## config.mk

```make
export PLATFORM = sky130hd
export DESIGN_NAME = dvc_ram
export DESIGN_NICKNAME = d
export VERILOG_FILES = /design/src/hdl/assert_macros.svh /design/src/hdl/dvc_ram.sv
export SDC_FILE = /design/constraint.sdc
export NUM_CORES = 1
export LEC_CHECK = 0
export BUFFER_PORTS_ARGS = -buffer_cell sky130_fd_sc_hd__buf_2
export CORE_ASPECT_RATIO = 1.25
export CORE_MARGIN = 4
export CORE_UTILIZATION = 45
export CTS_BUF_LIST = sky130_fd_sc_hd__clkbuf_8
export DETAILED_ROUTE_END_ITERATION = 10
export SYNTH_ARGS = -nofsm -noshare
export SYNTH_HDL_FRONTEND = slang
export SYNTH_SLANG_ARGS = --single-unit
```

## constraint.sdc

```tcl
create_clock -name i_clk -period 2.9 [get_ports i_clk]
set_input_delay 0.435 -clock i_clk [delete_from_list [all_inputs] [get_ports i_clk]]
set_output_delay 0.435 -clock i_clk [all_outputs]
set_load 0.02 [all_outputs]
```

## src/hdl/assert_macros.svh

```systemverilog
// Assertion macros for the checker RTL.
`ifndef ASSERT_MACROS_SVH
`define ASSERT_MACROS_SVH
`ifndef SYNTHESIS
// Property that must hold at every clock edge outside reset.
`define DVC_ASSERT(lbl, clk, rst, prop) \
    lbl: assert property (@(posedge clk) disable iff (rst) (prop)) \
        else $error("assertion failed");
// Antecedent in one cycle implies the consequent in the next.
`define DVC_ASSERT_NEXT(lbl, clk, rst, ante, cons) \
    lbl: assert property (@(posedge clk) disable iff (rst) (ante) |=> (cons)) \
        else $error("assertion failed");
`else
`define DVC_ASSERT(lbl, clk, rst, prop)
`define DVC_ASSERT_NEXT(lbl, clk, rst, ante, cons)
`endif
`endif

```

## src/hdl/dvc_ram.sv

```systemverilog
// Generic simple dual-port RAM with registered read.
`default_nettype none
module dvc_ram #(
    parameter int WIDTH = 8,
    parameter int DEPTH = 64
) (
    input  wire logic                     i_clk,
    input  wire logic                     i_wr_en,
    input  wire logic [$clog2(DEPTH)-1:0] i_wr_addr,
    input  wire logic [WIDTH-1:0]         i_wr_data,
    input  wire logic                     i_rd_en,
    input  wire logic [$clog2(DEPTH)-1:0] i_rd_addr,
    output logic      [WIDTH-1:0]         o_rd_data
);
    logic [WIDTH-1:0] r_mem [DEPTH];

    always_ff @(posedge i_clk) begin
        if (i_wr_en) begin
            r_mem[i_wr_addr] <= i_wr_data;
        end
        if (i_rd_en) begin
            o_rd_data <= r_mem[i_rd_addr];
        end
    end
endmodule
`default_nettype wire

```

---- Word level (Yosys, flattened, before mapping) ----
Memories as Yosys holds them, arrays and structs flattened. A register that Yosys moved wholly into a read port is not among the register bits.
Cells that the tools add are included.
storage, ports and cells
  word-level logic and storage cells ...... 3
  register bits after elaboration ......... 0
  input bits .............................. 23
  bits in writable memories ............... 512
  output and inout bits ................... 8
  memories kept ........................... 1
memories
  memory  words  bits a word  read ports  clocked after Yosys merged registers in  wr ports  RTL line       text
  r_mem   64     8            1           1                                        1         dvc_ram.sv:15  logic [WIDTH-1:0] r_mem [DEPTH];
operators by class
  muxes and demuxes ....................... 2
operator list
  operator  number
  $mux W1   2

---- Longest topological paths before layout ----
Gate-level depths: netlist (run 1).
  word-level depth ........................ 2
  mapped depth ............................ 9
  depth with buffers taken out ............ 5

---- Worst setup path before layout (run 1) ----
No wires, ideal clock.
  kind .................................... in2reg
  from .................................... input port i_rd_addr[1]
  to ...................................... register o_rd_data[3] (read register of r_mem) (data pin)
  cell stages on the path ................. 7
  library setup time ...................... 0.266 ns
  setup slack ............................. 0.659 ns
  arrival ................................. 1.975 ns
  path buffers ............................ 3
  path through ............................ buf_4 > buf_2 > buf_2 > mux4_2 > mux4_2 > o21ai_1 > o41ai_1
RTL lines
  item         RTL line       text
  from (decl)  dvc_ram.sv:12  input wire logic [$clog2(DEPTH)-1:0] i_rd_addr,
  to (decl)    dvc_ram.sv:13  output logic [WIDTH-1:0] o_rd_data

==> impl_metrics.tcl, run 1 <==
set metrics [dict create \
    antenna_found_initial 4 \
    p_int_mw 11.49 \
    ctsHoldBuffers 0 \
    synth_warnings 0 \
    start_util_pct 45.67 \
    coreArea_mm2 0.04433 \
    p_sw_mw 3.240 \
    cp-end-kind "register" \
    status "finished, final reports clean" \
    drc 0 \
    final_core_util_pct 52.38 \
    period_share_pct 75.21 \
    cts_tree "done" \
    fmax_ghz 0.4585 \
    slowest_stage "mux4_2" \
    die_y_um 245.2 \
    slew_headroom_pct 18.45 \
    die_area_mm2 0.04847 \
    synth.area.top_cells "edfxtp_1 77%, mux4_2 14%, nor2_1 1.5%" \
    place.gp.congestion 0.7917 \
    path_buf_inv 0 \
    path_delay_family "multiplexers" \
    drtPass1Iterations 5 \
    io_buffers 30 \
    crit_path_cell_trace "mux4_2, mux2_2, o221a_2, nor3_1, o32ai_1" \
    drive_gt1_share_pct 32.46 \
    synth_top_area_share_pct 77.12 \
    hold_violations 0 \
    worst_slew_pin_slew_ns 1.223 \
    clkTransAtPathRegs_ns 0.06 \
    required_ns 3.25 \
    fp.dieW_um 197.7 \
    p_clk_share_pct 37.7 \
    avgSynthCellArea_um2 21.54 \
    grt_pass1_vias 10440 \
    seq_power_share_pct 56.8 \
    design_area_mm2 0.02322 \
    synth_area_mm2 0.02025 \
    ioPinCount 31 \
    cts_max_level 3 \
    drv_slew 0 \
    max_stage_delay_ns 0.48 \
    ys.flop_type "edfxtp_1" \
    dp_worst_setup_slack_ns 0.1644 \
    skew_ns 0.02221 \
    comb_power_share_pct 5.5 \
    clock-sinks 520 \
    final_nets 1137 \
    hold_class "input pin to register" \
    finalSetupViolCount 0 \
    synth_edf_count 520 \
    grt_max_degree 65 \
    setup.worst_path.start_class "register" \
    top_layer "met5" \
    fin_setup_tns_ns 0 \
    vias 9996 \
    ys_seq_elements 520 \
    clock_path_buffers 3 \
    postCtsSetupRepairBufs 0 \
    grt_pass1_wl_um 69030 \
    ys_seq_area_share_pct 77.12 \
    cts_root_buf "clkbuf_8" \
    ant_nets 0 \
    worst-setup-path-type "register to register" \
    power.leakage_nw 7.526 \
    yosysMostFrequentCell "edfxtp_1" \
    synth_top_area_cell "edfxtp_1" \
    place_area_mm2 0.02177 \
    met2_wirelength_um 23220 \
    avgViaCountPerCell 5.705 \
    p_sw_share_pct 22.00 \
    post_cts_resized 0 \
    setup_ws_ns 0.7190 \
    met1_length_um 18990 \
    rsz0062_at_grt "no" \
    postSynthCellCount 940 \
    wire_per_inst_um 26.44 \
    async_flop_share_pct 0 \
    holdWs_ns 0.1885 \
    yosys-top-cells-count "520 x edfxtp_1, 126 x mux4_2, 83 x nor2_1" \
    drtIter0Drc 917 \
    dr_wl_met3_um 2890 \
    area_delta_synth_final_pct 14.70 \
    clock_latency_ns 0.62 \
    rows 86 \
    period_needed_ns 2.181 \
    power.density_mw_per_mm2 634.3 \
    grt_usage_pct 19.49 \
    r2r_slack_ns 0.72 \
    cp.arrival_ns 2.53 \
    dp.final_hpwl_um 29580 \
    drt-total-wl_um 46320 \
    ys_types 39 \
    grt-ovfl-total 0 \
    cts_inserted_buffers 79 \
    syn-num-nets 963 \
    ir_drop_uv 326.4 \
    cp_max_fo 1 \
    cap_violations 0 \
]
## final timing paths
path | to | cells past startpoint | start
hold / removal | o_rd_data[0] | 1 | i_rd_en
setup / recovery | o_rd_data[6] | 5 | r_mem[21][6]
setup reg to reg | o_rd_data[6] | 5 | r_mem[21][6]
hold reg to reg | o_rd_data[7] | 4 | r_mem[0][7]
## cell families (layout without fill, tap and decap cells)
family	count (synthesis)	in the layout	synth area share (%)
buf+inv	51	288	1.563
other cells	0	3	0
flops	520	520	77.12
compound gates	54	54	2.064
simple gates	153	153	3.374
mux	162	162	15.88
## registers in the layout (all words and copies together) (netlist names)
name	cells
r_mem	512
o_rd_data	8
## routing by layer
metal / GRT usage (%) / up-vias
li1: - / 4298
met1: 26.66 / 5255
met2: 31.96 / 359
met3: 3.611 / 82
met4: 6.442 / 2
met5: 0 / -
## area by class of cell
class | count | area (um2)
Sequential cell | 520 | 15620
Antenna cell | 3 | 7.507
Clock buffer | 83 | 1142
Timing Repair Buffer | 144 | 1120
Clock inverter | 61 | 306.5
Fill cell | 3516 | 21110
Tap cell | 572 | 715.7
Multi-Input combinational cell | 369 | 4315
## metrics by stage
step	std cells	total power, mW
floorplan	940	8.963
global placement	1605	9.331
detailed placement	1605	9.346
CTS	1749	14.89
global route	1750	15.28
finish	1752	14.73
## placed cells by master (no fill, tap or decap), drive strengths merged, types with 6 or more instances in the layout
cell and n:
nand2 19, clkinv 33, mux4 126, inv 22, nand2b 7, nor2 83
nor2b 14, nand3 13, edfxtp 520, mux2 13, a221oi 6, buf 143
nor3 7, o221ai 8, mux2i 23, clkbuf 84, o22ai 8
## power by group through the flow
stage	sequential (mW)	clock, mW	combinational (mW)
3_3_place_gp	8.52	0	0.814
5_1_grt	8.36	6.05	0.872
6_report	8.36	5.55	0.816
4_1_cts	8.36	5.70	0.830
2_1_floorplan	8.52	0	0.444
3_5_place_dp	8.52	0	0.827
No activity file was read; power rests on OpenSTA's default activity.
==> run 2: changes to the inputs <==
ABC_AREA = 1   (was default)
clock period = 2 ns   (was 2.9 ns; I/O delays follow)
==> impl_metrics.tcl, run 2 <==
set metrics [dict create \
    status "finished, final reports clean" \
    grt-ovfl-total 0 \
    regMostFlops "r_mem" \
    slowest_stage "edfxtp_1" \
    cp-end-kind "primary output" \
    ys_types 15 \
    drtIter0Drc 1150 \
    worst_slew_pin_slew_ns 0.7918 \
    clock_latency_ns 0.65 \
    clock_path_buffers 3 \
    period_share_pct 82.60 \
    synth.area.top_cells "edfxtp_1 73%, nand2_1 11%, nand3_1 10%" \
    rr_worst_depth 8 \
    required_ns 1.70 \
    cts_tree "done" \
    rr_endpoint "o_rd_data[2]" \
    cap_violations 0 \
    max_stage_delay_ns 0.49 \
    crit_path_cell_trace "buf_2" \
    ir_drop_uv 410.7 \
    path_buf_inv 1 \
    avgViaCountPerCell 5.445 \
    synth_edf_count 520 \
    place_area_mm2 0.02284 \
    layout_commonest_cell "nand2_1" \
    ys_seq_elements 520 \
    hp-start "i_rd_en" \
    holdPathStages 1 \
    fmax_ghz 0.6053 \
    power.total_mw 21.45 \
    power.leakage_nw 8.906 \
    grt_pass1_vias 14172 \
    fin_setup_tns_ns 0 \
    regToRegStartpoint "r_mem[51][2]" \
    cts_max_level 3 \
    cts_inserted_buffers 79 \
    synth_area_mm2 0.02142 \
    grt_max_degree 65 \
    yosys-top-cells-count "648 x nand2_1, 520 x edfxtp_1, 439 x nand3_1" \
    cts_root_buf "clkbuf_8" \
    ys.flop_type "edfxtp_1" \
    synth_warnings 0 \
    path_delay_family "flip-flops" \
    worst-setup-path-type "register to primary output" \
    ioPinCount 31 \
    power.density_mw_per_mm2 885.9 \
    cp_max_fo 1 \
    synth_top_area_cell "edfxtp_1" \
    cp.arrival_ns 1.35 \
    postSynthCellCount 1805 \
    ctsHoldBuffers 0 \
    grt_pass1_wl_um 83670 \
    final_cell_mix "648 x nand2_1, 520 x edfxtp_1, 439 x nand3_1" \
    io_buffers 30 \
    holdWs_ns 0.05439 \
    drtPass1Iterations 6 \
    drv_slew 0 \
    synth_top_area_share_pct 72.90 \
    post_cts_resized 0 \
    antenna_found_initial 2 \
    r2r_slack_ns 0.55 \
    fp.dieW_um 203.1 \
    syn-num-nets 1828 \
    slew_headroom_pct 47.22 \
    ys_seq_area_share_pct 72.90 \
    ant_nets 0 \
    yosysMostFrequentCell "nand2_1" \
    dp.final_hpwl_um 33260 \
    drive_gt1_share_pct 12.79 \
    drt-total-wl_um 55550 \
    die_area_mm2 0.05117 \
    area_delta_synth_final_pct 13.01 \
    skew_ns 0.03477 \
    period_needed_ns 1.652 \
    setup.worst_path.start_class "register" \
    finalSetupViolCount 0 \
    grt_usage_pct 21.49 \
    clock-sinks 520 \
    fin_cells 2624 \
    start_util_pct 45.47 \
    vias 14287 \
    largestRegisters "r_mem x512, o_rd_data x8" \
    coreArea_mm2 0.04710 \
    die_y_um 251.9 \
    async_flop_share_pct 0 \
    final_nets 1955 \
    design_area_mm2 0.02421 \
    dp.cells 2488 \
    postCtsSetupRepairBufs 0 \
    clkTransAtPathRegs_ns 0.06 \
    hold_violations 0 \
    hold_class "input pin to register" \
    rsz0062_at_grt "no" \
    hold_end "o_rd_data[1]" \
    rows 89 \
    largest_register_ff_count 512 \
    wire_per_inst_um 21.17 \
    avgSynthCellArea_um2 11.87 \
    place.gp.congestion 0.8597 \
    drc 0 \
]
-- run 2: cell count changes after synthesis, moves of 14 or more --
cell	delta
mux4_2	-126
buf_6	+31
mux2i_1	-23
nand3_1	+426
nor2_1	-27
buf_2	+26
nand2_1	+629
nor2b_1	-14
-- run 2: kinds of logic (layout without fill, tap and decap cells) --
kind of cell / Yosys count / count (layout) / share of synthesized area, %
buf+inv: 125 / 306 / 4.007
simple gates: 1160 / 1160 / 23.09
other cells: 0 / 1 / 0
flops: 520 / 520 / 72.90
-- run 2: cell type report --
| class | count | area (um2) |
|---|---|---|
| Clock buffer | 79 | 1087 |
| Sequential cell | 520 | 15620 |
| Clock inverter | 56 | 276.5 |
| Fill cell | 4106 | 22900 |
| Antenna cell | 1 | 2.502 |
| Tap cell | 637 | 797.0 |
| Timing Repair Buffer | 159 | 1430 |
| Inverter | 12 | 52.55 |
| Multi-Input combinational cell | 1160 | 4946 |
-- run 2: how the worst max path moves through the flow --
| stage | startpoint | cells after the start | end |
|---|---|---|---|
| 5_1_grt | o_rd_data[4] | 1 | o_rd_data[4] |
| 4_1_cts | o_rd_data[4] | 1 | o_rd_data[4] |
| 3_5_place_dp | i_rd_addr[1] | 11 | o_rd_data[3] |
| 2_1_floorplan | i_wr_en | 3 | r_mem[48][0] |
| 3_3_place_gp | i_rd_addr[1] | 11 | o_rd_data[3] |
| 6_report | o_rd_data[4] | 1 | o_rd_data[4] |
-- run 2: report_power, final --
group	switching, mW	internal (mW)	total, mW
registers	0.0335	12.1	12.1
logic	1.09	0.432	1.52
clock network	3.99	3.81	7.81
-- run 2: layer usage --
layer,up-vias,track usage (%),routed length [um]
met5,-,0,18
met4,2,9.003,1959
met3,119,3.394,3307
met2,495,36.61,27840
met1,7056,27.66,22420
li1,6615,-,-
-- run 2: through the flow --
step	setup WS (ns)	utilization, %
after floorplan	-0.06612	-
after global placement	0.004482	48.49
after detailed placement	-0.001789	48.49
after CTS	0.2950	51.39
after global routing	0.3152	51.39
final	0.3480	51.39
